### src/hw/rtl/qcid_pkg.sv
// shared types and constants for the quic connection id extractor
package qcid_pkg;

    localparam int MaxIdBytes = 20;

    localparam logic [1:0] KIND_DEST   = 2'd0;
    localparam logic [1:0] KIND_SRC    = 2'd1;
    localparam logic [1:0] KIND_FINISH = 2'd2;

    localparam logic [7:0] FORM_BIT = 8'h80;
    localparam logic [7:0] QUIC_BIT = 8'h40;

    localparam logic STATUS_OK      = 1'b0;
    localparam logic STATUS_ILLEGAL = 1'b1;

    typedef struct packed {
        logic [1:0] result_kind;
        logic [7:0] cid_byte;
        logic       finished;
        logic       status;
        logic       header_form;
        logic [4:0] dest_id_length;
        logic [4:0] source_id_length;
    } t_result;

    typedef struct packed {
        logic [7:0] data_byte;
        logic       last_byte;
    } t_in_item;

endpackage

### src/hw/rtl/quic_connection_id_extractor.sv
// top level of the quic connection id extractor
// takes a datagram one byte per item and returns the destination and source
// connection id bytes of its invariant header, one result item per id byte,
// plus a finish item where no byte goes with the end of parsing (rejected
// first byte, zero-length id, early end, length above MAX_ID_BYTES). every
// result carries the header form and the id lengths known so far; exactly one
// result per packet has finished set, and bytes after it are dropped until the
// last-byte flag. an accepted byte sits in the input register; once the
// result register is free, the parser steps its state and any result lands
// in the output register. one byte is taken every cycle while the output
// side keeps up; a result left waiting holds the byte behind it in the
// input register and drops input ready, so at most two items are held. the
// short-header id length is read when a packet's first byte is parsed.
module quic_connection_id_extractor #(
    parameter int MAX_ID_BYTES = qcid_pkg::MaxIdBytes
) (
    input  logic       i_clk,
    input  logic       i_rst_n,
    // configuration write channel
    input  logic       i_cfg_valid,
    output logic       o_cfg_ready,
    input  logic [4:0] i_cfg_short_dcid_length,
    // byte input channel
    input  logic       i_in_valid,
    output logic       o_in_ready,
    input  logic [7:0] i_data_byte,
    input  logic       i_last_byte,
    // result channel
    output logic       o_out_valid,
    input  logic       i_out_ready,
    output logic [1:0] o_result_kind,
    output logic [7:0] o_cid_byte,
    output logic       o_finished,
    output logic       o_status,
    output logic       o_header_form,
    output logic [4:0] o_dest_id_length,
    output logic [4:0] o_source_id_length
);

    // short-header destination id length register
    logic [4:0] r_short_len;

    qcid_pkg::t_in_item in_item;
    qcid_pkg::t_in_item stage_item;
    qcid_pkg::t_result  step_result;
    qcid_pkg::t_result  out_result;
    logic               stage_valid;
    logic               out_free;
    logic               take;
    logic               emit;

    assign o_cfg_ready = 1'b1;

    always_ff @(posedge i_clk) begin
        if (!i_rst_n) begin
            r_short_len <= 5'd0;
        end else if (i_cfg_valid) begin
            r_short_len <= i_cfg_short_dcid_length;
        end
    end

    assign in_item.data_byte = i_data_byte;
    assign in_item.last_byte = i_last_byte;

    // a byte leaves the input register only when the result slot is free,
    // whether or not it makes a result
    assign take = stage_valid && out_free;

    qcid_in_stage u_in_stage (
        .i_clk   (i_clk),
        .i_rst_n (i_rst_n),
        .i_valid (i_in_valid),
        .o_ready (o_in_ready),
        .i_item  (in_item),
        .i_take  (take),
        .o_valid (stage_valid),
        .o_item  (stage_item)
    );

    qcid_parse #(
        .MAX_ID_BYTES (MAX_ID_BYTES)
    ) u_parse (
        .i_clk       (i_clk),
        .i_rst_n     (i_rst_n),
        .i_take      (take),
        .i_item      (stage_item),
        .i_short_len (r_short_len),
        .o_emit      (emit),
        .o_result    (step_result)
    );

    qcid_out_stage u_out_stage (
        .i_clk    (i_clk),
        .i_rst_n  (i_rst_n),
        .i_load   (take && emit),
        .i_result (step_result),
        .o_free   (out_free),
        .o_valid  (o_out_valid),
        .i_ready  (i_out_ready),
        .o_result (out_result)
    );

    assign o_result_kind      = out_result.result_kind;
    assign o_cid_byte         = out_result.cid_byte;
    assign o_finished         = out_result.finished;
    assign o_status           = out_result.status;
    assign o_header_form      = out_result.header_form;
    assign o_dest_id_length   = out_result.dest_id_length;
    assign o_source_id_length = out_result.source_id_length;

endmodule

### src/hw/rtl/qcid_in_stage.sv
// input register stage holding one byte item
module qcid_in_stage (
    input  logic               i_clk,
    input  logic               i_rst_n,
    input  logic               i_valid,
    output logic               o_ready,
    input  qcid_pkg::t_in_item i_item,
    input  logic               i_take,
    output logic               o_valid,
    output qcid_pkg::t_in_item o_item
);

    logic               r_valid;
    qcid_pkg::t_in_item r_item;

    assign o_ready = !r_valid || i_take;
    assign o_valid = r_valid;
    assign o_item  = r_item;

    always_ff @(posedge i_clk) begin
        if (!i_rst_n) begin
            r_valid <= 1'b0;
        end else if (o_ready) begin
            r_valid <= i_valid;
        end
    end

    always_ff @(posedge i_clk) begin
        if (i_valid && o_ready) begin
            r_item <= i_item;
        end
    end

endmodule

### src/hw/rtl/qcid_parse.sv
// header parse state and its one-step update
module qcid_parse #(
    parameter int MAX_ID_BYTES = qcid_pkg::MaxIdBytes
) (
    input  logic               i_clk,
    input  logic               i_rst_n,
    input  logic               i_take,
    input  qcid_pkg::t_in_item i_item,
    input  logic [4:0]         i_short_len,
    output logic               o_emit,
    output qcid_pkg::t_result  o_result
);

    localparam logic [2:0] PH_IDLE    = 3'd0;
    localparam logic [2:0] PH_SHORTID = 3'd1;
    localparam logic [2:0] PH_VERSION = 3'd2;
    localparam logic [2:0] PH_DLEN    = 3'd3;
    localparam logic [2:0] PH_DCID    = 3'd4;
    localparam logic [2:0] PH_SLEN    = 3'd5;
    localparam logic [2:0] PH_SCID    = 3'd6;
    localparam logic [2:0] PH_DONE    = 3'd7;

    localparam logic [7:0] MaxLen = 8'(MAX_ID_BYTES);

    logic [2:0] r_phase, n_phase;
    logic [4:0] r_cnt, n_cnt;
    logic [4:0] r_dlen, n_dlen;
    logic [4:0] r_slen, n_slen;
    logic       r_long, n_long;

    logic [1:0] kind;
    logic [7:0] cbyte;
    logic       fin;
    logic       st;
    logic [4:0] cnt_inc;
    logic [7:0] b;
    logic       last;
    logic [2:0] end_phase;

    assign b         = i_item.data_byte;
    assign last      = i_item.last_byte;
    assign cnt_inc   = r_cnt + 5'd1;
    assign end_phase = last ? PH_IDLE : PH_DONE;

    always_comb begin
        n_phase = r_phase;
        n_cnt   = r_cnt;
        n_dlen  = r_dlen;
        n_slen  = r_slen;
        n_long  = r_long;
        o_emit  = 1'b0;
        kind    = qcid_pkg::KIND_FINISH;
        cbyte   = 8'd0;
        fin     = 1'b0;
        st      = qcid_pkg::STATUS_OK;
        case (r_phase)
            PH_IDLE: begin
                n_cnt  = 5'd0;
                n_dlen = 5'd0;
                n_slen = 5'd0;
                n_long = 1'b0;
                if ((b & (qcid_pkg::FORM_BIT | qcid_pkg::QUIC_BIT)) == 8'd0) begin
                    o_emit  = 1'b1;
                    fin     = 1'b1;
                    st      = qcid_pkg::STATUS_ILLEGAL;
                    n_phase = end_phase;
                end else if ((b & qcid_pkg::FORM_BIT) == 8'd0) begin
                    n_dlen = i_short_len;
                    if (i_short_len == 5'd0) begin
                        o_emit  = 1'b1;
                        fin     = 1'b1;
                        n_phase = end_phase;
                    end else if (last) begin
                        o_emit  = 1'b1;
                        fin     = 1'b1;
                        st      = qcid_pkg::STATUS_ILLEGAL;
                        n_phase = PH_IDLE;
                    end else begin
                        n_phase = PH_SHORTID;
                    end
                end else begin
                    n_long = 1'b1;
                    if (last) begin
                        o_emit  = 1'b1;
                        fin     = 1'b1;
                        st      = qcid_pkg::STATUS_ILLEGAL;
                        n_phase = PH_IDLE;
                    end else begin
                        n_phase = PH_VERSION;
                    end
                end
            end
            PH_SHORTID, PH_SCID: begin
                n_cnt  = cnt_inc;
                o_emit = 1'b1;
                kind   = (r_phase == PH_SCID) ? qcid_pkg::KIND_SRC : qcid_pkg::KIND_DEST;
                cbyte  = b;
                if (cnt_inc == ((r_phase == PH_SCID) ? r_slen : r_dlen)) begin
                    fin     = 1'b1;
                    n_phase = end_phase;
                end else if (last) begin
                    fin     = 1'b1;
                    st      = qcid_pkg::STATUS_ILLEGAL;
                    n_phase = PH_IDLE;
                end
            end
            PH_VERSION: begin
                if (last) begin
                    o_emit  = 1'b1;
                    fin     = 1'b1;
                    st      = qcid_pkg::STATUS_ILLEGAL;
                    n_phase = PH_IDLE;
                end else if (cnt_inc >= 5'd4) begin
                    n_cnt   = 5'd0;
                    n_phase = PH_DLEN;
                end else begin
                    n_cnt = cnt_inc;
                end
            end
            PH_DLEN: begin
                if (b > MaxLen || last) begin
                    if (b <= MaxLen) begin
                        n_dlen = b[4:0];
                    end
                    o_emit  = 1'b1;
                    fin     = 1'b1;
                    st      = qcid_pkg::STATUS_ILLEGAL;
                    n_phase = end_phase;
                end else begin
                    n_dlen  = b[4:0];
                    n_cnt   = 5'd0;
                    n_phase = (b == 8'd0) ? PH_SLEN : PH_DCID;
                end
            end
            PH_DCID: begin
                n_cnt  = cnt_inc;
                o_emit = 1'b1;
                kind   = qcid_pkg::KIND_DEST;
                cbyte  = b;
                if (last) begin
                    fin     = 1'b1;
                    st      = qcid_pkg::STATUS_ILLEGAL;
                    n_phase = PH_IDLE;
                end else if (cnt_inc == r_dlen) begin
                    n_cnt   = 5'd0;
                    n_phase = PH_SLEN;
                end
            end
            PH_SLEN: begin
                if (b > MaxLen) begin
                    o_emit  = 1'b1;
                    fin     = 1'b1;
                    st      = qcid_pkg::STATUS_ILLEGAL;
                    n_phase = end_phase;
                end else begin
                    n_slen = b[4:0];
                    n_cnt  = 5'd0;
                    if (b == 8'd0) begin
                        o_emit  = 1'b1;
                        fin     = 1'b1;
                        n_phase = end_phase;
                    end else if (last) begin
                        o_emit  = 1'b1;
                        fin     = 1'b1;
                        st      = qcid_pkg::STATUS_ILLEGAL;
                        n_phase = PH_IDLE;
                    end else begin
                        n_phase = PH_SCID;
                    end
                end
            end
            PH_DONE: begin
                if (last) begin
                    n_phase = PH_IDLE;
                end
            end
            default: begin
                n_phase = PH_IDLE;
            end
        endcase
    end

    always_comb begin
        o_result.result_kind      = kind;
        o_result.cid_byte         = cbyte;
        o_result.finished         = fin;
        o_result.status           = fin ? st : qcid_pkg::STATUS_OK;
        o_result.header_form      = n_long;
        o_result.dest_id_length   = n_dlen;
        o_result.source_id_length = n_slen;
    end

    always_ff @(posedge i_clk) begin
        if (!i_rst_n) begin
            r_phase <= PH_IDLE;
            r_cnt   <= 5'd0;
            r_dlen  <= 5'd0;
            r_slen  <= 5'd0;
            r_long  <= 1'b0;
        end else if (i_take) begin
            r_phase <= n_phase;
            r_cnt   <= n_cnt;
            r_dlen  <= n_dlen;
            r_slen  <= n_slen;
            r_long  <= n_long;
        end
    end

endmodule

### src/hw/rtl/qcid_out_stage.sv
// result register toward the output channel
module qcid_out_stage (
    input  logic              i_clk,
    input  logic              i_rst_n,
    input  logic              i_load,
    input  qcid_pkg::t_result i_result,
    output logic              o_free,
    output logic              o_valid,
    input  logic              i_ready,
    output qcid_pkg::t_result o_result
);

    logic              r_valid;
    qcid_pkg::t_result r_result;

    assign o_free   = !r_valid || i_ready;
    assign o_valid  = r_valid;
    assign o_result = r_result;

    always_ff @(posedge i_clk) begin
        if (!i_rst_n) begin
            r_valid <= 1'b0;
        end else if (o_free) begin
            r_valid <= i_load;
        end
    end

    always_ff @(posedge i_clk) begin
        if (o_free && i_load) begin
            r_result <= i_result;
        end
    end

endmodule

### config.mk
export PLATFORM = sky130hd
export DESIGN_NAME = quic_connection_id_extractor
export DESIGN_NICKNAME = d
export VERILOG_FILES = /design/src/hw/rtl/qcid_pkg.sv /design/src/hw/rtl/quic_connection_id_extractor.sv /design/src/hw/rtl/qcid_in_stage.sv /design/src/hw/rtl/qcid_parse.sv /design/src/hw/rtl/qcid_out_stage.sv
export SDC_FILE = /design/constraint.sdc
export NUM_CORES = 1
export LEC_CHECK = 0
export ABC_AREA = 1
export BUFFER_PORTS_ARGS = -buffer_cell sky130_fd_sc_hd__buf_4
export CAP_MARGIN = 30
export CELL_PAD_IN_SITES_DETAIL_PLACEMENT = 1
export CELL_PAD_IN_SITES_GLOBAL_PLACEMENT = 1
export CORE_ASPECT_RATIO = 0.7
export CORE_MARGIN = 4
export CORE_UTILIZATION = 39
export CTS_BUF_LIST = sky130_fd_sc_hd__clkbuf_8
export CTS_CLUSTER_SIZE = 40
export DETAILED_ROUTE_END_ITERATION = 6
export HOLD_SLACK_MARGIN = 0.1
export PLACE_DENSITY_LB_ADDON = 0.1
export SYNTH_ARGS = -nofsm -noshare
export SYNTH_HDL_FRONTEND = slang
export SYNTH_SLANG_ARGS = --single-unit
### constraint.sdc
create_clock -name i_clk -period 1.9 [get_ports i_clk]
set_clock_uncertainty 0.05 [all_clocks]
set_input_delay 0.38 -clock i_clk [delete_from_list [all_inputs] [get_ports i_clk]]
set_output_delay 0.38 -clock i_clk [all_outputs]
set_load 0.02 [all_outputs]
Word-level counts from Yosys, hierarchy flattened

Index checks and enable logic that the tools add are counted.

Reduce and logical (&&, ||, !) cells: 20
Multiplexer cells: 55
Equal/unequal tests: 14
Order comparisons: 3
Add/sub/neg operators: 1

Operators with widths:

| cell                  | count |
|---|---|
| $mux W5               | 12 |
| $mux W3               | 14 |
| $pmux W5 S6           | 1 |
| $logic_not A8 Y1      | 3 |
| $pmux W3 S7           | 1 |
| $mux W1               | 20 |
| $pmux W5 S2           | 2 |
| $pmux W1 S5           | 3 |
| $eq A3 B3 Y1 const B  | 4 |
| $eq A5 B5 Y1          | 2 |
| $gt A8 B5 Y1 const B  | 1 |
| $le A8 B5 Y1 const B  | 1 |
| $eq A3 B2 Y1 const B  | 2 |
| $ne A2 B2 Y1 const B  | 3 |
| $ne A3 B2 Y1 const B  | 2 |
| $reduce_bool A6 Y1    | 1 |
| $add A5 B1 Y5 const B | 1 |
| $ge A5 B3 Y1 const B  | 1 |
| $logic_not A5 Y1      | 1 |
| $reduce_and A5 Y1     | 1 |
| $logic_and A1 B1 Y1   | 4 |
| $pmux W2 S2           | 1 |
| $reduce_or A2 Y1      | 2 |
| $eq A3 B1 Y1 const B  | 1 |
| 6 further kinds       | 9 |

Input port bits: 19
Word-level logic and storage cells: 110
Register bits: 58

Depth between registers and ports, before layout

Gate-level depths: netlist of run 1.

Depth after elaboration: 7
Mapped depth: 13
Gate-level depth less buffers: 13

Hierarchy

From an unflattened synthesis of run 1, not the netlist that was laid out.

Cells, all modules: 410
Area, all modules: 3216.8 um^2

By module, submodules not included:

| module                       | cells each | sequential area each (um^2) | area an instance (um^2) | instances |
|---|---|---|---|---|
| qcid_parse                   | 327        | 380.4                       | 1921.8                  | 1 |
| qcid_out_stage               | 30         | 710.7                       | 742.0                   | 1 |
| qcid_in_stage                | 16         | 290.3                       | 321.6                   | 1 |
| quic_connection_id_extractor | 37         | 100.1                       | 231.5                   | 1 |

Least setup slack after synthesis of run 1

OpenSTA, ideal clock, no wires.

Kind: reg2reg
Start point: register u_parse.r_phase[2]
End point: register u_out_stage.r_result, in the netlist u_out_stage.o_result[0] (enable)
Buffers on the path: 0
Period minus slack after synthesis: 2.077 ns
Path slack: -0.177 ns
Data arrival time: 1.649 ns
Required time: 1.472 ns
Stages on the path, launching flop included: 10
Cell sequence: dfxtp_1 inv_1 nand2_1 nor2_4 inv_2 nor2_1 a21oi_1 nand2_1 o21ai_1 inv_1

Longest elaborated chain between the ends: 5
Elaborated cells on any way between the ends: 11

RTL lines:

| element                                      | line                               | source |
|---|---|---|
| start: declaration                           | qcid_parse.sv:25                   | `logic [2:0] r_phase, n_phase;` |
| start signal: assignment                     | qcid_parse.sv:201                  | `r_phase <= n_phase;` |
| $eq A3 B1 Y1 or $eq A3 B3 Y1 (tied branches) | qcid_parse.sv:56                   | `case (r_phase)` |
| $reduce_or A3 Y1 (no source line)            | --                                 |  |
| $pmux W1 S5 (*)                              | qcid_parse.sv:56                   |  |
| $logic_and A1 B1 Y1 (*)                      | quic_connection_id_extractor.sv:95 | `.i_load (take && emit),` |
| $logic_and A1 B1 Y1 (*)                      | qcid_out_stage.sv:29               | `if (o_free && i_load) begin` |
| end signal: assignment                       | qcid_out_stage.sv:30               | `r_result <= i_result;` |
| end: declaration                             | qcid_out_stage.sv:14               | `qcid_pkg::t_result r_result;` |

Mark *: on every way between the ends. The rest lies on a longest branch, timed or not.
A chain may end at the register's enable or synchronous reset.

Final worst setup path of run 1

Start point: register u_in_stage.r_item, in the netlist u_in_stage.o_item[7]
End point: register u_out_stage.r_result, in the netlist u_out_stage.o_result[11] (enable)

Longest elaborated chain between the ends: 6
Elaborated cells on any way between the ends: 11

RTL lines:

| element                                          | line                                                    | source |
|---|---|---|
| start: declaration                               | qcid_in_stage.sv:14                                     | `qcid_pkg::t_in_item r_item;` |
| start signal: assignment                         | qcid_in_stage.sv:30                                     | `r_item <= i_item;` |
| $gt A8 B5 Y1 or $logic_not A8 Y1 (tied branches) | qcid_parse.sv:121, qcid_parse.sv:150, qcid_parse.sv:158 |  |
| $logic_or A1 B1 Y1 or $mux W1 (tied branches)    | qcid_parse.sv:121, qcid_parse.sv:158                    |  |
| $mux W1, on equally long branches                | qcid_parse.sv:121, qcid_parse.sv:150                    |  |
| $pmux W1 S5 (*)                                  | qcid_parse.sv:56                                        |  |
| $logic_and A1 B1 Y1 (*)                          | quic_connection_id_extractor.sv:95                      |  |
| $logic_and A1 B1 Y1 (*)                          | qcid_out_stage.sv:29                                    |  |

Marked as above.

==> impl_metrics.py, run 1 <==
metrics = {
    "synthesis": {
        "ys_seq_elements": 58,
        "ys_seq_area_share_pct": 47.3,
        "yosys_warnings": 0,
        "yosysTopAreaCellShare_pct": 30.7,
        "synth.avg_cell_area_um2": 7.56,
        "yosys-top-cells-area": "edfxtp_1, dfxtp_1, nand2_1",
        "ys.flop_type": "edfxtp_1",
        "syn-num-nets": 435,
        "syn_area_um2": 3130,
        "synth-async-reset-ratio_pct": 0,
        "synth_cells": 414,
        "synth_cell_types": 33,
        "synth_edf_count": 32,
        "synth_top_cell_by_area": "edfxtp_1",
    },
    "timing": {
        "period_minus_slack_ns": 2.08,
        "grt_setup_unrepaired": "true",
        "fmax_mhz": 480,
        "layout_worst_path_cycle_share_pct": 110,
        "hold_viol_final": 0,
        "setup_viol": 42,
        "drv_slew": 0,
        "setup_ws_ns": -0.182,
    },
    "clocking": {
        "root_buffer": "clkbuf_8",
        "h-tree-depth": 3,
        "cts_buffer_depth": 2,
        "clk_pin_slew_worst_paths_ns": 0.07,
        "numCtsBuffers": 9,
        "hold_buffers": 0,
        "clkLatencyLatePin_ns": 0.35,
        "cts_sinks": 58,
        "tritoncts": "done",
    },
    "setup_path": {
        "reg2reg_slack_ns": -0.18,
        "worst-r2r-cell-count": 8,
        "crit_type": "register to register",
        "crit_required_ns": 1.96,
        "start_kind": "register",
        "worstSetupEndpointType": "register",
        "cp.arrival_ns": 2.14,
        "worst-path-max-fanout": 18,
        "r2r-end": "u_out_stage.o_result[11]$_SDFFCE_PN0P_",
        "worstReg2RegStart": "u_in_stage.o_item[7]$_DFFE_PP_",
    },
    "route": {
        "routed-via-count": 3324,
        "ant_nets": 0,
        "drt_pass1_iterations": 4,
        "vias_per_cell": 5.26,
        "wl_per_cell_um": 18.8,
        "drc_errors": 0,
        "drtIter0Drc": 220,
        "detail_route.wirelength_um": 11900,
    },
    "power": {
        "p_leak_nw": 2.13,
        "ir_drop_mv": 0.902,
        "p_per_area_nw_per_um2": 788,
    },
    "cells_and_area": {
        "fin_util_pct": 58.2,
        "drive_gt1_share_pct": 39.4,
        "fin_nets": 547,
        "area_growth_pct": 45.7,
        "fin_cells": 632,
        "design_area_um2": 4560,
        "n_antenna_cell": 0,
    },
    "floorplan": {
        "start_util_pct": 40.0,
        "ioPinCount": 45,
        "die_x_um": 115,
        "core_um2": 7840,
        "dieArea_um2": 9550,
        "die_h_um": 83.0,
        "num_rows": 27,
    },
    "grt": {
        "grt_pass1_vias": 3408,
        "grt_usage_pct": 23.4,
        "grt_pass1_wl_um": 17300,
        "grt_max_degree": 19,
        "grt_overflow": 0,
        "antenna_found_initial": 1,
    },
    "run": {
        "cap_violations": 0,
    },
    "worst_hold_path": {
        "hold_start": "i_data_byte[4]",
        "worst_hold_path_type": "primary input to register",
        "holdPathStages": 1,
        "worstHoldEndpoint": "u_in_stage.o_item[5]$_DFFE_PP_",
    },
    "placed_design": {
        "place_area_um2": 3910,
        "gp_congestion": 0.888,
        "dp_hpwl_um": 8080,
        "portBuffers": 43,
        "dp.cells": 597,
    },
    "run_status": {
        "violations": "negative setup slack",
        "status": "finished with violations",
    },
}
## final cells by class
type	count	area, um2
clock inverters	7	62.6
clock buffers	9	124
multi-input cells	281	1630
fillers	973	3280
well taps	101	126
flip-flops and latches	58	1500
repair buffers	109	857
inverters	67	268
## timing repair
action,CTS,global route
setup buffers,7,11
cloned,0,1
endpoints found under the setup margin,33,51
pin swaps,10,37
resized for setup,21,86
## critical path: stages (launching register included)
cell and delay, ns:
edfxtp_1 0.40, or2_4 0.29, nor2_4 0.17, nand2_4 0.10, o21ai_4 0.20, nand2_2 0.09
o21ai_4 0.21, clkinvlp_4 0.16, buf_12 0.17
## how the worst max path moves through the flow
stage,startpoint,to,slack [ns],depth (start not counted)
2_1_floorplan,u_in_stage.o_item[8]$_DFFE_PP_,u_out_stage.o_result[0]$_DFFE_PP_,-0.14,7
3_3_place_gp,u_parse.r_cnt[0]$_SDFFE_PN0P_,u_parse.r_phase[0]$_SDFFE_PN0P_,-0.07,13
3_5_place_dp,u_in_stage.o_item[8]$_DFFE_PP_,u_out_stage.o_result[11]$_SDFFCE_PN0P_,-0.14,8
4_1_cts,u_in_stage.o_item[8]$_DFFE_PP_,u_out_stage.o_result[21]$_DFFE_PP_,-0.09,8
5_1_grt,u_in_stage.o_item[1]$_DFFE_PP_,u_out_stage.o_result[21]$_DFFE_PP_,-0.24,9
6_report,u_in_stage.o_item[7]$_DFFE_PP_,u_out_stage.o_result[11]$_SDFFCE_PN0P_,-0.18,8
## layer usage
metal | part of all wire [%] | vias to the layer above | global-route usage [%] | wire (um)
li1 | - | 1592 | - | -
met1 | 44 | 1607 | 32.5 | 5160
met2 | 48 | 102 | 35.1 | 5650
met3 | 7.2 | 21 | 6.19 | 856
met4 | 1.5 | 2 | 7.89 | 181
met5 | 0.11 | - | 0 | 13
## where the power goes
group / total [W] / internal, W / switching [W]
registers: 0.00151 / 0.00143 / 0.0000754
clock network: 0.00112 / 0.000591 / 0.000530
logic: 0.000964 / 0.000381 / 0.000583
## metrics by stage
stage	worst slack [ns]	TNS [ns]	hold slack, ns	total power [W]
after floorplan	-0.139	-3.20	0.394	0.00194
after global placement	-0.0720	-0.233	0.434	0.00229
after detailed placement	-0.135	-3.41	0.454	0.00231
after CTS	-0.0896	-1.72	0.128	0.00347
after global routing	-0.237	-7.92	0.132	0.00376
final	-0.182	-4.50	0.150	0.00359
## cells by family after synthesis
kind of cell | after synthesis | synth area share, %
AND/OR/NAND/NOR | 202 | 28.0
AO/OA/AOI/OAI | 75 | 13.9
other | 1 | 0.120
buffers and inverters | 76 | 9.91
flip-flops | 58 | 47.3
adder cells (fa/ha/maj) | 2 | 0.799
## state kept, by name (all words and copies together), names as in the netlist
name / count
r_short_len: 5
u_in_stage.o_item: 9
u_in_stage.o_valid: 1
u_out_stage.o_result: 23
u_out_stage.o_valid: 1
u_parse.r_cnt: 5
u_parse.r_dlen: 5
u_parse.r_long: 1
u_parse.r_phase: 3
u_parse.r_slen: 5
## placed cells by master (no fill, tap or decap), types with 7 or more instances in the layout
master	n
nand2_1	92
o211ai_1	8
dfxtp_1	20
nand2_2	21
o21ai_0	14
o21ai_1	12
inv_1	56
buf_6	7
a21oi_1	21
nor2_2	9
nor2_1	28
edfxtp_1	32
inv_2	8
nand3_2	7
buf_4	101
clkbuf_8	9
nand4_1	13
nand3_1	18
## synth_stat cells (all sizes together), types with 7 or more instances
cell type,number
o21ai,33
nor2,41
edfxtp,32
nand3,27
buf,7
nand2,118
o211ai,8
dfxtp,26
inv,66
nand4,13
a21oi,26
Note: power is estimated with default switching activity, not from simulation.
==> inputs of run 2 (changes only) <==
--- a/config.mk
+++ b/config.mk
@@ -12,7 +12,7 @@
 export CELL_PAD_IN_SITES_GLOBAL_PLACEMENT = 1
 export CORE_ASPECT_RATIO = 0.7
 export CORE_MARGIN = 4
-export CORE_UTILIZATION = 39
+export CORE_UTILIZATION = 40
 export CTS_BUF_LIST = sky130_fd_sc_hd__clkbuf_8
 export CTS_CLUSTER_SIZE = 40
 export DETAILED_ROUTE_END_ITERATION = 6
@@ -20,4 +20,5 @@
 export PLACE_DENSITY_LB_ADDON = 0.1
 export SYNTH_ARGS = -nofsm -noshare
 export SYNTH_HDL_FRONTEND = slang
+export SYNTH_HIERARCHICAL = 1
 export SYNTH_SLANG_ARGS = --single-unit
==> run 2 against run 1 <==
The flow still finishes with violations (negative setup slack). Via count is 0.51% higher. Maximum frequency is 9.9% lower. Global-route usage is 0.21 points lower. Clock-buffer cell count is 1 higher. Die area is 0.14% higher. First-iteration DRC count is 7.3% lower. Sequential power hardly changed. Core utilization is 2.2 points higher. Total power is 7.8% higher. Area after synthesis is 2.7% higher. Critical endpoint is now u_out_stage/o_result[12]$_DFFE_PP_. Highest routed layer is now met4.
==> impl_metrics.py, run 2 <==
metrics = {
    "route": {
        "routed-via-count": 3341,
        "drc_errors": 0,
        "drtIter0Drc": 204,
        "wl_per_cell_um": 18.7,
        "ant_nets": 0,
        "vias_per_cell": 5.29,
        "drt_pass1_iterations": 4,
        "detail_route.wirelength_um": 11800,
    },
    "synthesis": {
        "ys_seq_elements": 58,
        "synth_commonest_cells": "nand2_1, inv_1, nor2_1",
        "synth_edf_count": 32,
        "yosys_warnings": 6,
        "ys.flop_type": "edfxtp_1",
        "synth-async-reset-ratio_pct": 0,
        "syn_area_um2": 3220,
        "synth_cell_types": 42,
        "syn-num-nets": 431,
        "yosys-top-cells-area": "edfxtp_1, dfxtp_1, nand2_1",
        "yosysTopAreaCellShare_pct": 29.9,
        "synth.avg_cell_area_um2": 7.85,
        "synth_cells": 410,
        "ys_seq_area_share_pct": 46.1,
        "synth_top_cell_by_area": "edfxtp_1",
        "synth_most_common_cell": "nand2_1",
    },
    "setup_path": {
        "reg2reg_slack_ns": -0.41,
        "crit_chain": "or2_4, nor2_4, nand2_2, nor2_4, inv_2, a31oi_4, nor2_2, nand3_1, inv_1, nor2_2, inv_2, a21oi_4, buf_6, clkbuf_16",
        "worst-path-max-fanout": 6,
        "cp_top_family": "simple AND/OR/NAND/NOR gates",
        "crit_required_ns": 1.91,
        "slowest_delay_ns": 0.39,
        "cp.arrival_ns": 2.32,
        "crit_type": "register to register",
        "slowest_stage": "edfxtp_1",
        "worstSetupEndpointType": "register",
        "start_kind": "register",
        "cp.buffers_inverters": 5,
    },
    "timing": {
        "setup_ws_ns": -0.412,
        "hold_viol_final": 0,
        "period_minus_slack_ns": 2.31,
        "setup_viol": 42,
        "slew_headroom_pct": 62.5,
        "grt_setup_unrepaired": "true",
        "fmax_mhz": 432,
        "layout_worst_path_cycle_share_pct": 122,
        "drv_slew": 0,
        "fin_setup_tns_ns": -10.68,
        "worstMarginPinSlew_ns": 0.562,
    },
    "grt": {
        "grt_pass1_vias": 3441,
        "antenna_found_initial": 0,
        "grt_max_degree": 19,
        "grt_pass1_wl_um": 17000,
        "grt_usage_pct": 23.2,
        "grt_overflow": 0,
    },
    "floorplan": {
        "core_um2": 7840,
        "die_h_um": 83.0,
        "ioPinCount": 45,
        "num_rows": 27,
        "die_x_um": 115,
        "dieArea_um2": 9560,
        "start_util_pct": 41.0,
    },
    "placed_design": {
        "portBuffers": 43,
        "gp_congestion": 0.933,
        "dp_slack_ns": -0.301,
        "dp_hpwl_um": 7900,
    },
    "cells_and_area": {
        "area_growth_pct": 47.3,
        "fin_nets": 547,
        "final_common_cell": "buf_4",
        "multi_input_area_um2": 1600,
        "n_antenna_cell": 0,
        "regArea_um2": 1490,
        "largest_reg_flops": 23,
        "drive_gt1_share_pct": 40.1,
        "n_fill_cell": 953,
        "layout_common_cells": "buf_4, nand2_1, inv_1",
    },
    "clocking": {
        "cts_buffer_depth": 2,
        "clk_pin_slew_worst_paths_ns": 0.07,
        "root_buffer": "clkbuf_8",
        "tritoncts": "done",
        "numCtsBuffers": 9,
        "clkLatencyLatePin_ns": 0.35,
        "cts_sinks": 58,
        "h-tree-depth": 3,
    },
    "run": {
        "cap_violations": 0,
    },
    "power": {
        "p_per_area_nw_per_um2": 818,
        "ir_drop_mv": 0.603,
        "p_leak_nw": 2.19,
    },
    "run_status": {
        "status": "finished with violations",
        "violations": "negative setup slack",
    },
    "worst_hold_path": {
        "worst_hold_path_type": "primary input to register",
    },
}
==> run 2: cell count changes after synthesis, sizes merged, moves of 3 or more <==
cell | previous run | this run
a21oi | 26 | 21
inv | 66 | 75
nand2 | 118 | 101
nand4 | 13 | 8
nor2 | 41 | 50
nor3 | 2 | 5
o21ai | 33 | 26
o221ai | 0 | 3
o22ai | 0 | 4
==> run 2: per-layer routing <==
metal | routed length, um | track usage, %
met1 | 4830 | 29.2
met2 | 5810 | 37.9
met3 | 961 | 5.97
met4 | 216 | 8.64
met5 | 0 | 0
==> run 2: worst register-to-register path: stages, from the launching register on <==
cell       delay (ns)
edfxtp_1         0.39
or2_4            0.28
nor2_4           0.13
nand2_2          0.09
nor2_4           0.09
inv_2            0.05
a31oi_4          0.15
nor2_2           0.07
nand3_1          0.07
inv_1            0.05
nor2_2           0.10
inv_2            0.07
a21oi_4          0.14
buf_6            0.15
clkbuf_16        0.16
==> run 2: timing repair <==
action	CTS	global route
gates cloned	1	3
endpoints found under the setup margin	34	53
gates resized for setup	31	51
hold buffers	0	0
pin swaps	5	17
buffers inserted	11	8
==> run 2: where the power goes <==
part / leakage [nW] / internal (W) / switching (W)
sequential: 0.516 / 0.00145 / 0.0000725
combinational: 1.56 / 0.000460 / 0.000649
clock: 0.114 / 0.000756 / 0.000482
total: 2.19 / 0.00267 / 0.00120
==> run 2: cell type report <==
type	instances	area share, %
clock buffers	10	2.91
clock inverters	6	1.58
inverters	76	6.23
multi-input cells	264	33.8
flip-flops and latches	58	31.5
well taps	101	2.67
repair buffers	117	21.3
==> run 2: stage by stage <==
stage	util (%)	instances	hold slack, ns	power (W)	area, um2
floorplan	-	410	0.399	0.00205	3230
global placement	51.4	599	0.417	0.00239	4030
detailed placement	51.4	599	0.428	0.00243	4030
CTS	56.8	627	0.142	0.00375	4450
global route	60.4	632	0.137	0.00405	4740
finish	60.4	632	0.158	0.00387	4740
==> run 2: logic make-up (layout without fill, tap and decap cells) <==
logic type / Yosys count / after routing / synth area share, %
simple gates: 193 / 193 / 27.7
buf+inv: 88 / 209 / 11.8
compound gates: 68 / 68 / 13.6
flops: 58 / 58 / 46.1
fa+ha+maj: 2 / 2 / 0.778
other cells: 1 / 1 / 0.117
==> run 2: worst paths after layout <==
check,startpoint,end,cells past startpoint
worst min-delay path,i_data_byte[3],u_in_stage/o_item[4]$_DFFE_PP_,1
worst max register to register,u_in_stage/o_item[7]$_DFFE_PP_,u_out_stage/o_result[12]$_DFFE_PP_,14
worst max-delay path,u_in_stage/o_item[7]$_DFFE_PP_,u_out_stage/o_result[12]$_DFFE_PP_,14
worst min register to register,r_short_len[2]$_SDFFE_PN0P_,r_short_len[2]$_SDFFE_PN0P_,2
